--- config.mk ---
export PLATFORM = sky130hd
export DESIGN_NAME = adc_offset_calib_current_scale_unit
export DESIGN_NICKNAME = d
export VERILOG_FILES = /design/src/hw/rtl/acs_pkg.sv /design/src/hw/rtl/acs_front.sv /design/src/hw/rtl/acs_queue.sv /design/src/hw/rtl/acs_divider.sv /design/src/hw/rtl/acs_back.sv /design/src/hw/rtl/adc_offset_calib_current_scale_unit.sv
export SDC_FILE = /design/constraint.sdc
export NUM_CORES = 1
export LEC_CHECK = 0
export ABC_AREA = 1
export BUFFER_PORTS_ARGS = -buffer_cell sky130_fd_sc_hd__buf_2
export CELL_PAD_IN_SITES_DETAIL_PLACEMENT = 1
export CELL_PAD_IN_SITES_GLOBAL_PLACEMENT = 1
export CORE_MARGIN = 2
export CORE_UTILIZATION = 51
export DETAILED_ROUTE_END_ITERATION = 10
export GPL_TIMING_DRIVEN = 0
export PLACE_DENSITY = 0.83
export SYNTH_ARGS = -nofsm -noshare
export SYNTH_HDL_FRONTEND = slang
export SYNTH_SLANG_ARGS = --single-unit
--- constraint.sdc ---
create_clock -name clock -period 10.6 [get_ports clock]
set_clock_uncertainty 0.05 [all_clocks]
set_input_delay 1.59 -clock clock [delete_from_list [all_inputs] [get_ports clock]]
set_output_delay 1.59 -clock clock [all_outputs]
set_load 0.02 [all_outputs]
--- src/hw/rtl/acs_pkg.sv ---
// Shared types and constants for the ADC offset calibration and current scaling block.
// Used by every module under hw/rtl; depends on nothing else.
`timescale 1ns / 1ps

package acs_pkg;

   localparam int SAMPLE_BITS   = 16;      // significant bits of an ADC code
   localparam int SAMPLE_W      = 16;      // width of a sample field
   localparam int SUM_W         = 28;      // calibration sum width
   localparam int COUNT_W       = 12;      // sample_count / frame index width
   localparam int CUR_W         = 28;      // phase U/V current width
   localparam int CUR_W_W       = 29;      // phase W current width
   localparam int GAIN_W        = 12;
   localparam int QUEUE_DEPTH   = 2;
   localparam int QUEUE_PTR_W   = $clog2(QUEUE_DEPTH);
   localparam int DIV_STEPS     = SUM_W;
   localparam int DIV_CNT_W     = $clog2(DIV_STEPS);
   localparam int REQ_DATA_W    = 32;
   localparam int RSP_DATA_W    = 120;

   localparam logic [COUNT_W-1:0]       COUNT_RESET  = COUNT_W'(1000);
   // 10/65536 V per code, 200 A/V, Q16 output: exactly 2000 per code
   localparam logic signed [GAIN_W-1:0] CURRENT_GAIN = GAIN_W'(2000);

   typedef enum logic {
      CMD_MEASURE = 1'b0,
      CMD_DIVIDE  = 1'b1
   } cmd_kind_type;

   typedef enum logic {
      MODE_CALIB   = 1'b0,
      MODE_MEASURE = 1'b1
   } mode_type;

   typedef enum logic {
      KIND_MEASURE = 1'b0,
      KIND_CALIB   = 1'b1
   } rsp_kind_type;

   // measure: a/b hold the samples; divide: a/b hold the sums, frames the divisor
   typedef struct packed {
      cmd_kind_type               kind;
      logic signed [SUM_W-1:0]    a;
      logic signed [SUM_W-1:0]    b;
      logic [COUNT_W-1:0]         frames;
   } cmd_type;

   typedef struct packed {
      logic full;
      logic empty;
   } queue_status_type;

   function automatic logic signed [SUM_W-1:0] sext_sample(input logic [SAMPLE_W-1:0] raw);
      logic signed [SAMPLE_BITS-1:0] s;
      s = SAMPLE_BITS'(raw);
      return SUM_W'(s);
   endfunction

endpackage

--- src/hw/rtl/acs_front.sv ---
// Front end: accepts ADC frames, accumulates calibration sums and issues commands.
// Depends on acs_pkg; feeds acs_queue.
`timescale 1ns / 1ps

module acs_front (
   input  logic                          clock,
   input  logic                          reset,
   input  logic                          req_tvalid,
   output logic                          req_tready,
   input  logic                          req_tuser,
   input  logic [acs_pkg::REQ_DATA_W-1:0] req_tdata,
   input  logic                          csr_wr_en,
   input  logic [acs_pkg::COUNT_W-1:0]   csr_wr_data,
   input  acs_pkg::queue_status_type     q_status,
   output logic                          push,
   output acs_pkg::cmd_type              push_cmd
);
   import acs_pkg::*;

   logic [COUNT_W-1:0]      sample_count_ff;
   logic signed [SUM_W-1:0] sum_u_ff, sum_u_in;
   logic signed [SUM_W-1:0] sum_v_ff, sum_v_in;
   logic [COUNT_W-1:0]      frame_index_ff, frame_index_in;
   logic signed [SUM_W-1:0] s_u, s_v, acc_u, acc_v;
   logic [COUNT_W:0]        frames;
   logic                    accept;
   logic                    finish;

   assign req_tready = !q_status.full;
   assign accept     = req_tvalid && req_tready;

   assign s_u    = sext_sample(req_tdata[SAMPLE_W-1:0]);
   assign s_v    = sext_sample(req_tdata[2*SAMPLE_W-1:SAMPLE_W]);
   assign acc_u  = sum_u_ff + s_u;
   assign acc_v  = sum_v_ff + s_v;
   assign frames = {1'b0, frame_index_ff} + (COUNT_W+1)'(1);
   // a zero count acts as one: every calibration frame finishes
   assign finish = frames >= {1'b0, sample_count_ff};

   always_comb begin
      sum_u_in       = sum_u_ff;
      sum_v_in       = sum_v_ff;
      frame_index_in = frame_index_ff;
      push           = 1'b0;
      push_cmd.kind  = CMD_MEASURE;
      push_cmd.a     = s_u;
      push_cmd.b     = s_v;
      push_cmd.frames = frames[COUNT_W-1:0];
      if (accept) begin
         if (mode_type'(req_tuser) == MODE_CALIB) begin
            if (finish) begin
               push           = 1'b1;
               push_cmd.kind  = CMD_DIVIDE;
               push_cmd.a     = acc_u;
               push_cmd.b     = acc_v;
               sum_u_in       = '0;
               sum_v_in       = '0;
               frame_index_in = '0;
            end else begin
               sum_u_in       = acc_u;
               sum_v_in       = acc_v;
               frame_index_in = frames[COUNT_W-1:0];
            end
         end else begin
            push = 1'b1;
         end
      end
   end

   always_ff @(posedge clock) begin
      if (reset) begin
         sample_count_ff <= COUNT_RESET;
         sum_u_ff        <= '0;
         sum_v_ff        <= '0;
         frame_index_ff  <= '0;
      end else begin
         if (csr_wr_en) begin
            sample_count_ff <= csr_wr_data;
         end
         sum_u_ff       <= sum_u_in;
         sum_v_ff       <= sum_v_in;
         frame_index_ff <= frame_index_in;
      end
   end

endmodule

--- src/hw/rtl/acs_queue.sv ---
// Short command queue between front end and back end; depends on acs_pkg.
// First-word fall-through; per cycle, a push unless full, a pop unless empty.
`timescale 1ns / 1ps

module acs_queue (
   input  logic                      clock,
   input  logic                      reset,
   input  logic                      push,
   input  acs_pkg::cmd_type          push_cmd,
   input  logic                      pop,
   output acs_pkg::cmd_type          pop_cmd,
   output acs_pkg::queue_status_type status
);
   import acs_pkg::*;

   cmd_type                slot_ff [QUEUE_DEPTH];
   logic [QUEUE_PTR_W-1:0] wr_ptr_ff, rd_ptr_ff;
   logic [QUEUE_PTR_W:0]   count_ff, count_in;
   logic                   do_push, do_pop;

   assign status.full  = count_ff == (QUEUE_PTR_W+1)'(QUEUE_DEPTH);
   assign status.empty = count_ff == '0;
   assign do_push      = push && !status.full;
   assign do_pop       = pop && !status.empty;
   assign pop_cmd      = slot_ff[rd_ptr_ff];

   always_comb begin
      count_in = count_ff;
      if (do_push && !do_pop) begin
         count_in = count_ff + (QUEUE_PTR_W+1)'(1);
      end else if (do_pop && !do_push) begin
         count_in = count_ff - (QUEUE_PTR_W+1)'(1);
      end
   end

   always_ff @(posedge clock) begin
      if (reset) begin
         wr_ptr_ff <= '0;
         rd_ptr_ff <= '0;
         count_ff  <= '0;
      end else begin
         count_ff <= count_in;
         if (do_push) begin
            wr_ptr_ff <= (wr_ptr_ff == QUEUE_PTR_W'(QUEUE_DEPTH-1)) ? '0 : wr_ptr_ff + 1'b1;
         end
         if (do_pop) begin
            rd_ptr_ff <= (rd_ptr_ff == QUEUE_PTR_W'(QUEUE_DEPTH-1)) ? '0 : rd_ptr_ff + 1'b1;
         end
      end
   end

   always_ff @(posedge clock) begin
      if (do_push) begin
         slot_ff[wr_ptr_ff] <= push_cmd;
      end
   end

endmodule

--- src/hw/rtl/acs_divider.sv ---
// Two-lane restoring divider: signed calibration sums by the unsigned frame count,
// one quotient bit per cycle, truncated toward zero. Depends on acs_pkg.
`timescale 1ns / 1ps

module acs_divider (
   input  logic                               clock,
   input  logic                               reset,
   input  logic                               start,
   input  logic signed [acs_pkg::SUM_W-1:0]   dividend_u,
   input  logic signed [acs_pkg::SUM_W-1:0]   dividend_v,
   input  logic [acs_pkg::COUNT_W-1:0]        divisor,
   output logic                               done,
   output logic signed [acs_pkg::SAMPLE_W-1:0] quot_u,
   output logic signed [acs_pkg::SAMPLE_W-1:0] quot_v
);
   import acs_pkg::*;

   logic                   busy_ff;
   logic                   done_ff;
   logic [DIV_CNT_W-1:0]   count_ff;
   logic [COUNT_W-1:0]     divisor_ff;
   logic                   neg_u_ff, neg_v_ff;
   logic [SUM_W-1:0]       q_u_ff, q_v_ff, q_u_in, q_v_in;
   logic [COUNT_W-1:0]     rem_u_ff, rem_v_ff, rem_u_in, rem_v_in;
   logic [SUM_W-1:0]       quot_u_full, quot_v_full;

   // shift the next dividend bit into the remainder, subtract where it fits
   function automatic logic [COUNT_W+SUM_W-1:0] div_step(
      input logic [COUNT_W-1:0] rem,
      input logic [SUM_W-1:0]   q,
      input logic [COUNT_W-1:0] dvs
   );
      logic [COUNT_W:0] trial;
      logic [COUNT_W:0] diff;
      logic             fits;
      trial = {rem, q[SUM_W-1]};
      diff  = trial - {1'b0, dvs};
      fits  = trial >= {1'b0, dvs};
      return {fits ? diff[COUNT_W-1:0] : trial[COUNT_W-1:0], q[SUM_W-2:0], fits};
   endfunction

   assign {rem_u_in, q_u_in} = div_step(rem_u_ff, q_u_ff, divisor_ff);
   assign {rem_v_in, q_v_in} = div_step(rem_v_ff, q_v_ff, divisor_ff);

   assign quot_u_full = neg_u_ff ? -q_u_ff : q_u_ff;
   assign quot_v_full = neg_v_ff ? -q_v_ff : q_v_ff;
   assign quot_u      = quot_u_full[SAMPLE_W-1:0];
   assign quot_v      = quot_v_full[SAMPLE_W-1:0];
   assign done        = done_ff;

   always_ff @(posedge clock) begin
      if (reset) begin
         busy_ff  <= 1'b0;
         done_ff  <= 1'b0;
         count_ff <= '0;
      end else begin
         done_ff <= 1'b0;
         if (start) begin
            busy_ff  <= 1'b1;
            count_ff <= DIV_CNT_W'(DIV_STEPS-1);
         end else if (busy_ff) begin
            count_ff <= count_ff - 1'b1;
            if (count_ff == '0) begin
               busy_ff <= 1'b0;
               done_ff <= 1'b1;
            end
         end
      end
   end

   always_ff @(posedge clock) begin
      if (start) begin
         divisor_ff <= divisor;
         neg_u_ff   <= dividend_u[SUM_W-1];
         neg_v_ff   <= dividend_v[SUM_W-1];
         q_u_ff     <= dividend_u[SUM_W-1] ? -dividend_u : dividend_u;
         q_v_ff     <= dividend_v[SUM_W-1] ? -dividend_v : dividend_v;
         rem_u_ff   <= '0;
         rem_v_ff   <= '0;
      end else if (busy_ff) begin
         q_u_ff   <= q_u_in;
         q_v_ff   <= q_v_in;
         rem_u_ff <= rem_u_in;
         rem_v_ff <= rem_v_in;
      end
   end

endmodule

--- src/hw/rtl/acs_back.sv ---
// Back end: executes queued commands, holds the offsets and the result register.
// Depends on acs_pkg and acs_divider.
`timescale 1ns / 1ps

module acs_back (
   input  logic                           clock,
   input  logic                           reset,
   input  acs_pkg::queue_status_type      q_status,
   input  acs_pkg::cmd_type               pop_cmd,
   output logic                           pop,
   output logic                           rsp_tvalid,
   input  logic                           rsp_tready,
   output logic                           rsp_tuser,
   output logic [acs_pkg::RSP_DATA_W-1:0] rsp_tdata
);
   import acs_pkg::*;

   typedef enum logic [3:0] {
      ST_IDLE  = 4'b0001,
      ST_DIV   = 4'b0010,
      ST_WRITE = 4'b0100,
      ST_HOLD  = 4'b1000
   } back_state_type;

   back_state_type               state_ff, state_in;
   logic signed [SAMPLE_W-1:0]   offset_u_ff, offset_v_ff;
   logic signed [CUR_W-1:0]      cur_u_ff, cur_v_ff;
   rsp_kind_type                 kind_ff;
   logic signed [SAMPLE_W:0]     diff_u, diff_v;
   logic signed [CUR_W:0]        mul_u, mul_v;
   logic signed [CUR_W_W-1:0]    cur_w;
   logic                         div_start, div_done;
   logic signed [SAMPLE_W-1:0]   quot_u, quot_v;
   logic                         out_free;
   logic                         rsp_valid_ff;
   logic                         rsp_user_ff;
   logic [RSP_DATA_W-1:0]        rsp_data_ff;

   acs_divider u_divider (
      .clock      (clock),
      .reset      (reset),
      .start      (div_start),
      .dividend_u (pop_cmd.a),
      .dividend_v (pop_cmd.b),
      .divisor    (pop_cmd.frames),
      .done       (div_done),
      .quot_u     (quot_u),
      .quot_v     (quot_v)
   );

   assign pop       = (state_ff == ST_IDLE) && !q_status.empty;
   assign div_start = pop && (pop_cmd.kind == CMD_DIVIDE);
   assign out_free  = !rsp_valid_ff || rsp_tready;

   assign diff_u = $signed(pop_cmd.a[SAMPLE_W:0]) - {offset_u_ff[SAMPLE_W-1], offset_u_ff};
   assign diff_v = $signed(pop_cmd.b[SAMPLE_W:0]) - {offset_v_ff[SAMPLE_W-1], offset_v_ff};
   assign mul_u  = diff_u * CURRENT_GAIN;
   assign mul_v  = diff_v * CURRENT_GAIN;
   assign cur_w  = -CUR_W_W'(cur_u_ff) - CUR_W_W'(cur_v_ff);

   always_comb begin
      state_in = state_ff;
      unique case (state_ff)
         ST_IDLE: begin
            if (pop) begin
               state_in = (pop_cmd.kind == CMD_DIVIDE) ? ST_DIV : ST_WRITE;
            end
         end
         ST_DIV: begin
            if (div_done) begin
               state_in = ST_HOLD;
            end
         end
         ST_HOLD: begin
            state_in = ST_WRITE;
         end
         ST_WRITE: begin
            if (out_free) begin
               state_in = ST_IDLE;
            end
         end
         default: begin
            state_in = ST_IDLE;
         end
      endcase
   end

   always_ff @(posedge clock) begin
      if (reset) begin
         state_ff     <= ST_IDLE;
         offset_u_ff  <= '0;
         offset_v_ff  <= '0;
         rsp_valid_ff <= 1'b0;
      end else begin
         state_ff <= state_in;
         if (state_ff == ST_DIV && div_done) begin
            offset_u_ff <= quot_u;
            offset_v_ff <= quot_v;
         end
         if (state_ff == ST_WRITE && out_free) begin
            rsp_valid_ff <= 1'b1;
         end else if (rsp_tready) begin
            rsp_valid_ff <= 1'b0;
         end
      end
   end

   always_ff @(posedge clock) begin
      if (pop) begin
         cur_u_ff <= (pop_cmd.kind == CMD_DIVIDE) ? '0 : mul_u[CUR_W-1:0];
         cur_v_ff <= (pop_cmd.kind == CMD_DIVIDE) ? '0 : mul_v[CUR_W-1:0];
         kind_ff  <= (pop_cmd.kind == CMD_DIVIDE) ? KIND_CALIB : KIND_MEASURE;
      end
      if (state_ff == ST_WRITE && out_free) begin
         rsp_user_ff <= kind_ff;
         rsp_data_ff <= {3'b000, offset_v_ff, offset_u_ff, cur_w, cur_v_ff, cur_u_ff};
      end
   end

   assign rsp_tvalid = rsp_valid_ff;
   assign rsp_tuser  = rsp_user_ff;
   assign rsp_tdata  = rsp_data_ff;

endmodule

--- src/hw/rtl/adc_offset_calib_current_scale_unit.sv ---
// Top level of the ADC offset calibration and current scaling block.
// Measurement frame: queued, then popped by the back end in idle and registered in write;
// final calibration frame: also passes the divide and hold states, paced by the 28-step
// one-bit-per-cycle divider in the back end. Front end takes a frame per cycle while the
// 2-entry command queue has room; the back end pops a command only when back in idle.
// Synchronous active-high reset clears sums, frame index, offsets, queue and result valid;
// sample_count returns to 1000.
`timescale 1ns / 1ps

module adc_offset_calib_current_scale_unit (
   input  logic                           clock,
   input  logic                           reset,
   input  logic                           req_tvalid,
   output logic                           req_tready,
   input  logic                           req_tuser,   // mode
   input  logic [acs_pkg::REQ_DATA_W-1:0] req_tdata,   // sample_u, sample_v
   output logic                           rsp_tvalid,
   input  logic                           rsp_tready,
   output logic                           rsp_tuser,   // kind
   // current_u, current_v, current_w, offset_u_out, offset_v_out, 3 zero bits
   output logic [acs_pkg::RSP_DATA_W-1:0] rsp_tdata,
   input  logic                           csr_wr_en,
   input  logic [acs_pkg::COUNT_W-1:0]    csr_wr_data
);
   import acs_pkg::*;

   queue_status_type q_status;
   logic             push, pop;
   cmd_type          push_cmd, pop_cmd;

   acs_front u_front (
      .clock       (clock),
      .reset       (reset),
      .req_tvalid  (req_tvalid),
      .req_tready  (req_tready),
      .req_tuser   (req_tuser),
      .req_tdata   (req_tdata),
      .csr_wr_en   (csr_wr_en),
      .csr_wr_data (csr_wr_data),
      .q_status    (q_status),
      .push        (push),
      .push_cmd    (push_cmd)
   );

   acs_queue u_queue (
      .clock    (clock),
      .reset    (reset),
      .push     (push),
      .push_cmd (push_cmd),
      .pop      (pop),
      .pop_cmd  (pop_cmd),
      .status   (q_status)
   );

   acs_back u_back (
      .clock      (clock),
      .reset      (reset),
      .q_status   (q_status),
      .pop_cmd    (pop_cmd),
      .pop        (pop),
      .rsp_tvalid (rsp_tvalid),
      .rsp_tready (rsp_tready),
      .rsp_tuser  (rsp_tuser),
      .rsp_tdata  (rsp_tdata)
   );

   // calibration results carry no currents
   assert property (@(posedge clock) disable iff (reset)
      rsp_tvalid && rsp_tuser |-> rsp_tdata[84:0] == '0)
      else $error("calibration result with nonzero currents");

   // W must be minus U minus V on every measurement result
   assert property (@(posedge clock) disable iff (reset)
      rsp_tvalid && !rsp_tuser |->
         $signed(rsp_tdata[84:56]) ==
         -$signed({rsp_tdata[27], rsp_tdata[27:0]}) - $signed({rsp_tdata[55], rsp_tdata[55:28]}))
      else $error("current_w mismatch");

   // the queue fills only through an accepted request
   assert property (@(posedge clock) disable iff (reset)
      !$past(reset) && $fell(req_tready) |-> $past(req_tvalid && req_tready))
      else $error("ready dropped without a request");

   assert property (@(posedge clock) reset |=> !rsp_tvalid)
      else $error("result valid after reset");

endmodule
## After elaboration in Yosys (flattened, before gate mapping)

Memories as Yosys holds them, arrays and structs flattened. A register that Yosys moved wholly into a read port is not among the register bits.
Index checks and enable logic that the tools add are counted.

- Add/sub/neg operators: 18
- Multipliers: 2
- Order comparisons: 3
- Equality and inequality tests: 8
- Muxes and demuxes: 41
- Bitwise operators: 2
- Reduce and logical (&&, ||, !) cells: 24

Operators with widths:

| operator | count |
|---|---|
| $mux W28 | 8 |
| $mux W57 | 3 |
| $add A28 B16 Y28 | 2 |
| $neg A28 Y28 | 2 |
| $mul A17 B8 Y24 const B | 2 |
| $ge A13 B12 Y1 | 3 |
| $mux W12 | 3 |
| $sub A17 B17 Y17 | 2 |
| $mux W16 | 2 |
| $neg A16 Y16 | 2 |
| $neg A28 Y29 | 1 |
| $sub A29 B28 Y29 | 1 |
| $sub A12 B12 Y12 | 2 |
| $mux W1 | 16 |
| $pmux W4 S4 | 1 |
| $add A12 B1 Y13 const B | 1 |
| $mux W4 | 3 |
| $mux W5 | 2 |
| $logic_and A1 B1 Y1 | 9 |
| $reduce_bool A2 Y1 | 3 |
| $logic_not A1 Y1 | 5 |
| $logic_not A5 Y1 | 1 |
| $sub A5 B1 Y5 const B | 1 |
| $eq A4 B1 Y1 const B | 1 |
| 18 further kinds | 22 |

- Flip-flop bits (word level): 397
- Memory bits (writable): 138
- Input bits: 50
- Output and inout port bits: 123
- Memories kept: 1

Memories:

| name | words | width | rd ports | clocked after memory_dff | wr ports | RTL line | RTL |
|---|---|---|---|---|---|---|---|
| u_queue.slot_ff | 2 | 69 | 1 | 1 | 1 | acs_queue.sv:16 | `cmd_type slot_ff [QUEUE_DEPTH];` |

## Logic depth before layout (Yosys ltp)

Gate-level depths: netlist of the first run.

- Word-level depth: 10
- Gate-level depth with buffers: 38
- Mapped depth without buffers: 36

## Hierarchy

Synthesis of the first run repeated with hierarchy kept, for this count alone.

- Cell total of the unflattened synthesis: 4893
- Area total of the unflattened synthesis: 38279.2 µm²

Modules (own cells, without submodules):

| module | times used | cells an instance | area an instance (µm²) | seq. area each (µm²) |
|---|---|---|---|---|
| acs_back | 1 | 2081 | 17128.9 | 5395.2 |
| acs_front | 1 | 1452 | 8023.9 | 1601.5 |
| acs_divider | 1 | 1108 | 7862.5 | 2722.6 |
| acs_queue | 1 | 252 | 5263.8 | 4244.1 |

## Least setup slack after synthesis of the first run

No wires, ideal clock.

- Path type: input-to-reg
- Start: in rsp_tready
- End: reg u_back.rsp_data_ff[100] (netlist: u_back.rsp_tdata[100]), enable pin
- Setup time: 572 ps
- Arrival time: 6030 ps
- Data required time: 9978 ps
- Slack: 3948 ps
- Stages on the path: 2
- Buffers on the path: 0
- Cells stage by stage: nor2_1 nor2_1

- Longest elaborated chain between the ends: 2

RTL lines:

| item | RTL line | RTL |
|---|---|---|
| start: declaration | adc_offset_calib_current_scale_unit.sv:18 | `input logic rsp_tready,` |
| $logic_or A1 B1 Y1 | acs_back.sv:53 | `assign out_free = !rsp_valid_ff \|\| rsp_tready;` |
| $logic_and A1 B1 Y1 | acs_back.sv:114 | `if (state_ff == ST_WRITE && out_free) begin` |
| end signal: assignment | acs_back.sv:116 | `rsp_data_ff <= {3'b000, offset_v_ff, offset_u_ff, cur_w, cur_v_ff, cur_u_ff};` |
| end: declaration | acs_back.sv:37 | `logic [RSP_DATA_W-1:0] rsp_data_ff;` |

No other way between the ends.
A chain may end at the register's enable or synchronous reset.

==> summary.txt, run 1 <==
Place
  • Detailed-placement wirelength estimate: 93,360 um
  • Routability cong.: 0.9492
  • Port Buffers: 157

Drt
  • DR vias: 32,560
  • DRT Pass-1 Iters: 5
  • Post-DRT Antenna Nets: 0
  • Post-route DRC: 0
  • Vias per cell: 5.410
  • Final wirelength: 116,600 um
  • Starting DRC count in detailed routing: 1,619
  • Wire per inst: 19.36 um

Clock tree
  • Clk_lat worst skew: 0.64 ns
  • Max clock buf depth: 3
  • Inserted Clock Buffers: 56
  • TritonCTS clock tree: built
  • Clk sink count: 516
  • Htree depth: 2
  • # hold bufs at CTS: 0
  • CTS root buffer: clkbuf_16
  • # resized after CTS: 0
  • CTS clk-pin slew, worst paths: 0.06 ns
  • Setup Buffers After CTS: 0

Critical path
  • CP max FO: 10
  • Startpoint types: register
  • Worst Path Buf+Inv: 6
  • Worst path slowest cell: xor2_1
  • WS Path Type: register to register
  • Critical path's most frequent cell: nand2_1
  • Crit path capture type: register
  • CP peak stage delay: 0.55 ns
  • Top cell family by delay on the critical path: adder cells
  • Req. time, crit path: 10.93 ns
  • Crit path DAT: 7.78 ns
  • Reg-to-reg slack, setup: 3.15 ns

Global routing
  • Total grt overflow: 0
  • Vias in the first global route: 34,620
  • Initial antenna violation count: 0
  • First-pass GRT wire length: 184,900 um
  • GRT Total Usage: 31.14%
  • Largest net degree at the start of global routing: 70

Timing
  • Max-slew violation count: 0
  • Hold Fails Final Rpt: 0
  • Worst-margin pin slew: 1.082 ns
  • Setup-failing EPs final: 0
  • Final worst-path cycle share: 70.29%
  • Time the worst path needs with I/O delays and setup: 7.451 ns
  • RSZ-0062 raised after global routing: no
  • FMAX: 0.1342 GHz
  • Slew HR: 27.89%
  • Setup_tns: 0 ns

Logic synthesis
  • Synth warn: 0
  • Distinct cell type count after synthesis: 53
  • #FFs+latches synth: 516
  • Ys flop type: edfxtp_1
  • Fraction of registers with async set/reset: 0%
  • Mapped cell area: 37,200 sq um
  • Post-synth EDFFs: 363
  • Syn_area_per_cell: 7.788 sq um
  • Cells after Synth: 4,777
  • Sequential area share after synthesis: 37.53%

Run status
  • Status: finished, final reports clean

Finish
  • P&R area growth vs syn: 11.11%
  • Most frequent cells in the layout: nand2_1, inv_1, edfxtp_1, nor2_1, ha_1
  • Ant diodes: 0
  • Commonest non-fill, non-tap cell in the layout: nand2_1
  • Nets@finish: 5,487
  • # fillers: 9,158
  • Share of layout cells above drive strength 1: 7.470%

Floorplan
  • Boundary Pins: 173
  • Chip Width: 274.1 um
  • Vert. Die Dim: 274.1 um
  • Core ar.: 72,590 sq um
  • Total die area: 75,120 sq um
  • FP Rows: 99
  • Initial Util: 51.25%

Flow run
  • Max-cap check violation count: 0

Worst hold path
  • Min-Delay Path Class: register to register
-- cells by family after synthesis --
kind of cell | count (synthesis) | share of synthesized area (%)
buffers and inverters | 942 | 9.975
other | 1 | 0.01008
and+or+nand+nor | 2132 | 23.40
DFF | 516 | 37.53
xor gates and xnor gates | 142 | 3.363
AOI/OAI and AO/OA | 620 | 9.000
adders and majority gates | 424 | 16.72
-- metrics by stage --
| stage | utilization, % | area [sq um] | setup slack, ns | hold slack, ns | std cells |
|---|---|---|---|---|---|
| after floorplan | - | 37260 | 3.948 | 0.3503 | 4791 |
| after global placement | 54.06 | 39240 | 1.849 | 0.3529 | 5907 |
| after detailed placement | 54.28 | 39400 | 3.302 | 0.3673 | 5914 |
| after CTS | 56.95 | 41340 | 3.228 | 0.3927 | 6019 |
| after global routing | 56.95 | 41340 | 2.707 | 0.4010 | 6019 |
| final | 56.95 | 41340 | 3.149 | 0.3872 | 6019 |
-- Yosys cell counts (all sizes together) (2+ instances only) --
master  number  area share, %
xor2        97            2.3
dfxtp      153            8.2
edfxtp     363             29
a21o        12           0.24
nor2       336            3.5
nand3      225            3.1
o31ai        3          0.061
a21oi      294            4.0
a21boi       3          0.061
o211ai      13           0.26
o21bai      16           0.33
xnor2       45            1.1
or2         13           0.22
ha         302             10
nor3        33           0.44
o221ai       4          0.094
and2         7           0.12
fa         122            6.6
a31oi       10           0.17
clkbuf      42           0.42
o21a        16           0.32
o21ai      242            3.3
nand2     1435             15
nand3b      19           0.38
nor4        10           0.17
inv        836            8.4
clkinv       2          0.020
buf         62            1.1
a211oi       2          0.040
nand4       52           0.87
-- per-layer routing --
metal / vias to the layer above / part of all wire, % / track usage, %
li1: 15750 / - / -
met1: 15890 / 43 / 38.71
met2: 713 / 50 / 56.18
met3: 211 / 3.6 / 2.645
met4: 0 / 3.7 / 11.51
met5: - / 0 / 0
-- worst register-to-register path: stages (launching register included) --
cell and delay (ns):
dfxtp_1 0.34, buf_6 0.16, buf_2 0.32, nand2_1 0.12, nand2_1 0.17, ha_1 0.31
a21oi_1 0.16, nand2_1 0.10, a21oi_1 0.36, o21ai_0 0.25, xor2_1 0.55, inv_1 0.25
fa_1 0.54, inv_1 0.06, fa_1 0.47, fa_1 0.55, inv_1 0.06, fa_1 0.53
inv_1 0.04, ha_1 0.35, nand2_1 0.11, o21ai_0 0.27, a21oi_1 0.10, o21ai_0 0.50
nand2_1 0.23, a21oi_1 0.21, nor2_1 0.07
-- registers in the layout (all words and copies together), names as in the netlist, 16 cells and up, named ones only --
register and flops:
u_queue.slot_ff 138, u_back.rsp_tdata 105, u_back.u_divider.q_u_ff 28, u_back.u_divider.q_v_ff 28
u_front.sum_u_ff 28, u_front.sum_v_ff 28, u_back.cur_u_ff 24, u_back.cur_v_ff 24
u_back.offset_u_ff 16, u_back.offset_v_ff 16
-- final cells by class --
cell class,count,area [sq um],share of cell area (%)
inverters,838,3151,7.622
clock inverters,29,359.1,0.8687
multi-input cells,3333,19600,47.41
flip-flops and latches,516,13960,33.78
repair buffers,164,925.9,2.240
plain buffers,104,563.0,1.362
well taps,959,1200,2.903
clock buffers,76,1579,3.820
-- final timing paths --
kind                                        startpoint               endpoint  depth (start not counted)
worst max-delay path                          register    u_back.cur_u_ff[24]                         26
worst min-delay path            u_back.offset_v_ff[14]  u_back.rsp_tdata[115]                          0
worst max register to register                register    u_back.cur_u_ff[24]                         26
worst min register to register  u_back.offset_v_ff[14]  u_back.rsp_tdata[115]                          0
Power of run 1 is not shown: default switching activity piles up to over one toggle a cycle in this logic, so the estimate is an artifact.
==> run 2: changes to the inputs <==
- ABC_AREA: 1 -> 0
- CORE_UTILIZATION: 51 -> 45
- PLACE_DENSITY: 0.83 -> 0.74
- clock period: 10.6 -> 6.65 ns (I/O delays scaled with it)
==> run 2 against run 1 <==
The flow now finishes with violations (negative setup slack). Cell count decreased by 18%. Worst hold slack got worse by 0.011 ns. Fmax barely moved. Design area rose by 1.4%. Sequential cell count unchanged. Utilization fell by 1.8 points. Largest cell class unchanged.
==> summary.txt, run 2 <==
Drt
  • DR vias: 27,000
  • Post-route DRC: 0
  • Post-DRT Antenna Nets: 0
  • Wire per inst: 20.92 um
  • Vias per cell: 5.464
  • Starting DRC count in detailed routing: 1,283
  • Final wirelength: 103,300 um
  • DRT Pass-1 Iters: 7

Timing
  • Slew HR: 7.005%
  • RSZ-0062 raised after global routing: yes
  • Setup-failing EPs final: 22
  • FMAX: 0.1343 GHz
  • Worst-margin pin slew: 1.395 ns
  • Max-slew violation count: 0
  • Time the worst path needs with I/O delays and setup: 7.448 ns
  • Worst hold margin: 0.3763 ns
  • Hold Fails Final Rpt: 0
  • Post-route setup slack: -0.7984 ns
  • Final worst-path cycle share: 112.0%

Floorplan
  • FP Rows: 101
  • Total die area: 79,070 sq um
  • Initial Util: 45.52%
  • Core ar.: 75,950 sq um
  • Boundary Pins: 173
  • Vert. Die Dim: 281.2 um
  • Chip Width: 281.2 um

Global routing
  • Largest net degree at the start of global routing: 59
  • GRT Total Usage: 25.12%
  • Total grt overflow: 0
  • First-pass GRT wire length: 155,800 um
  • Vias in the first global route: 28,090
  • Initial antenna violation count: 0

Logic synthesis
  • Count leader, synth: inv_1
  • Cells after Synth: 3,487
  • Distinct cell type count after synthesis: 84
  • #FFs+latches synth: 516
  • Synth warn: 0
  • Fraction of registers with async set/reset: 0%
  • Largest area contributor in the netlist: edfxtp_1
  • Syn_area_per_cell: 9.915 sq um
  • Ys flop type: edfxtp_1
  • Mapped cell area: 34,570 sq um
  • Synth top area cells: edfxtp_1, ha_1, dfxtp_1, fa_1, inv_1
  • Sequential area share after synthesis: 40.39%
  • Synth top cells by count: inv_1, edfxtp_1, ha_1
  • Post-synth EDFFs: 363
  • Top-area cell type share of the netlist area: 31.53%

Finish
  • Most frequent cells in the layout: inv_1, edfxtp_1, nand2_1, ha_1, nor2_1
  • Share of layout cells above drive strength 1: 18.97%
  • Final core occ: 55.17%
  • Commonest non-fill, non-tap cell in the layout: inv_1
  • Ant diodes: 0
  • Largest register FFs: 138
  • Post-route cell area: 41,900 sq um
  • Nets@finish: 4,334
  • P&R area growth vs syn: 21.20%
  • Top reg by flops: u_queue.slot_ff

Clock tree
  • Htree depth: 2
  • Inserted Clock Buffers: 59
  • CTS clk-pin slew, worst paths: 0.06 ns
  • CTS root buffer: clkbuf_16
  • # hold bufs at CTS: 0
  • Clk_lat worst skew: 0.64 ns
  • TritonCTS clock tree: built
  • Clk sink count: 516
  • Max clock buf depth: 3

Critical path
  • Critical path's most frequent cell: buf_12
  • Crit path capture type: register
  • Worst path slowest cell: fa_1
  • Crit path DAT: 7.83 ns
  • CP peak stage delay: 0.52 ns
  • Worst Path Buf+Inv: 10
  • CP max FO: 5
  • Reg-to-reg slack, setup: -0.80 ns
  • Req. time, crit path: 7.03 ns
  • WS Path Type: register to register
  • Top cell family by delay on the critical path: adder cells
  • Startpoint types: register

Flow run
  • Max-cap check violation count: 0

Place
  • Port Buffers: 156
  • Routability cong.: 0.8717
  • DP Area: 37,370 sq um
  • Detailed-placement wirelength estimate: 74,780 um

Worst hold path
  • Min-Delay Path Class: register to register

Run status
  • Violated checks: negative setup slack
  • Status: finished with violations
==> run 2: cell type report <==
class                           instances  area, sq um
Multi-Input combinational cell       2429        20270
Clock buffer                           81         1704
Timing Repair Buffer                  302         2076
Sequential cell                       516        13970
Inverter                              439         1653
Fill cell                            8283        34050
Clock inverter                         31        336.6
Tap cell                             1030         1289
Buffer                                113        609.3
==> run 2: what timing repair did <==
action / CTS / global route
pin swaps: 95 / 121
setup buffers: 96 / 47
endpoints found under the setup margin: 32 / 28
resized for setup: 157 / 117
==> run 2: path summary, 6_finish.rpt <==
path / start / cells after the start / to
worst max register to register: register / 33 / u_back.cur_u_ff[27]
worst max-delay path: register / 33 / u_back.cur_u_ff[27]
worst min register to register: u_back.kind_ff / 0 / u_back.rsp_tuser
worst min-delay path: u_back.kind_ff / 0 / u_back.rsp_tuser
==> run 2: cells by family after synthesis <==
family                     after synthesis  synth area share, %
AOI/OAI and AO/OA                      758                13.72
xor gates and xnor gates               237                6.025
adders and majority gates              424                17.99
buffers and inverters                  556                6.333
DFF                                    516                40.39
muxes                                  115                3.507
other                                    1              0.01085
and+or+nand+nor                        880                12.03
==> run 2: metrics by stage <==
| stage | setup TNS [ns] | setup slack (ns) | std cells |
|---|---|---|---|
| after floorplan | -1.679 | -0.2934 | 3501 |
| after global placement | -378.24 | -2.196 | 4687 |
| after detailed placement | -29.60 | -1.836 | 4695 |
| after CTS | -6.973 | -0.6325 | 4900 |
| after global routing | -14.56 | -0.9126 | 4941 |
| final | -10.02 | -0.7984 | 4941 |
==> run 2: metal layers <==
metal  GRT usage (%)  part of all wire [%]  wire length (um)
met1           30.11                    40             41840
met2           46.99                    52             54210
met3           2.635                   3.6              3729
met4           7.583                   3.5              3570
met5               0                     0                 0
Power of run 2 is left out for the same reason.
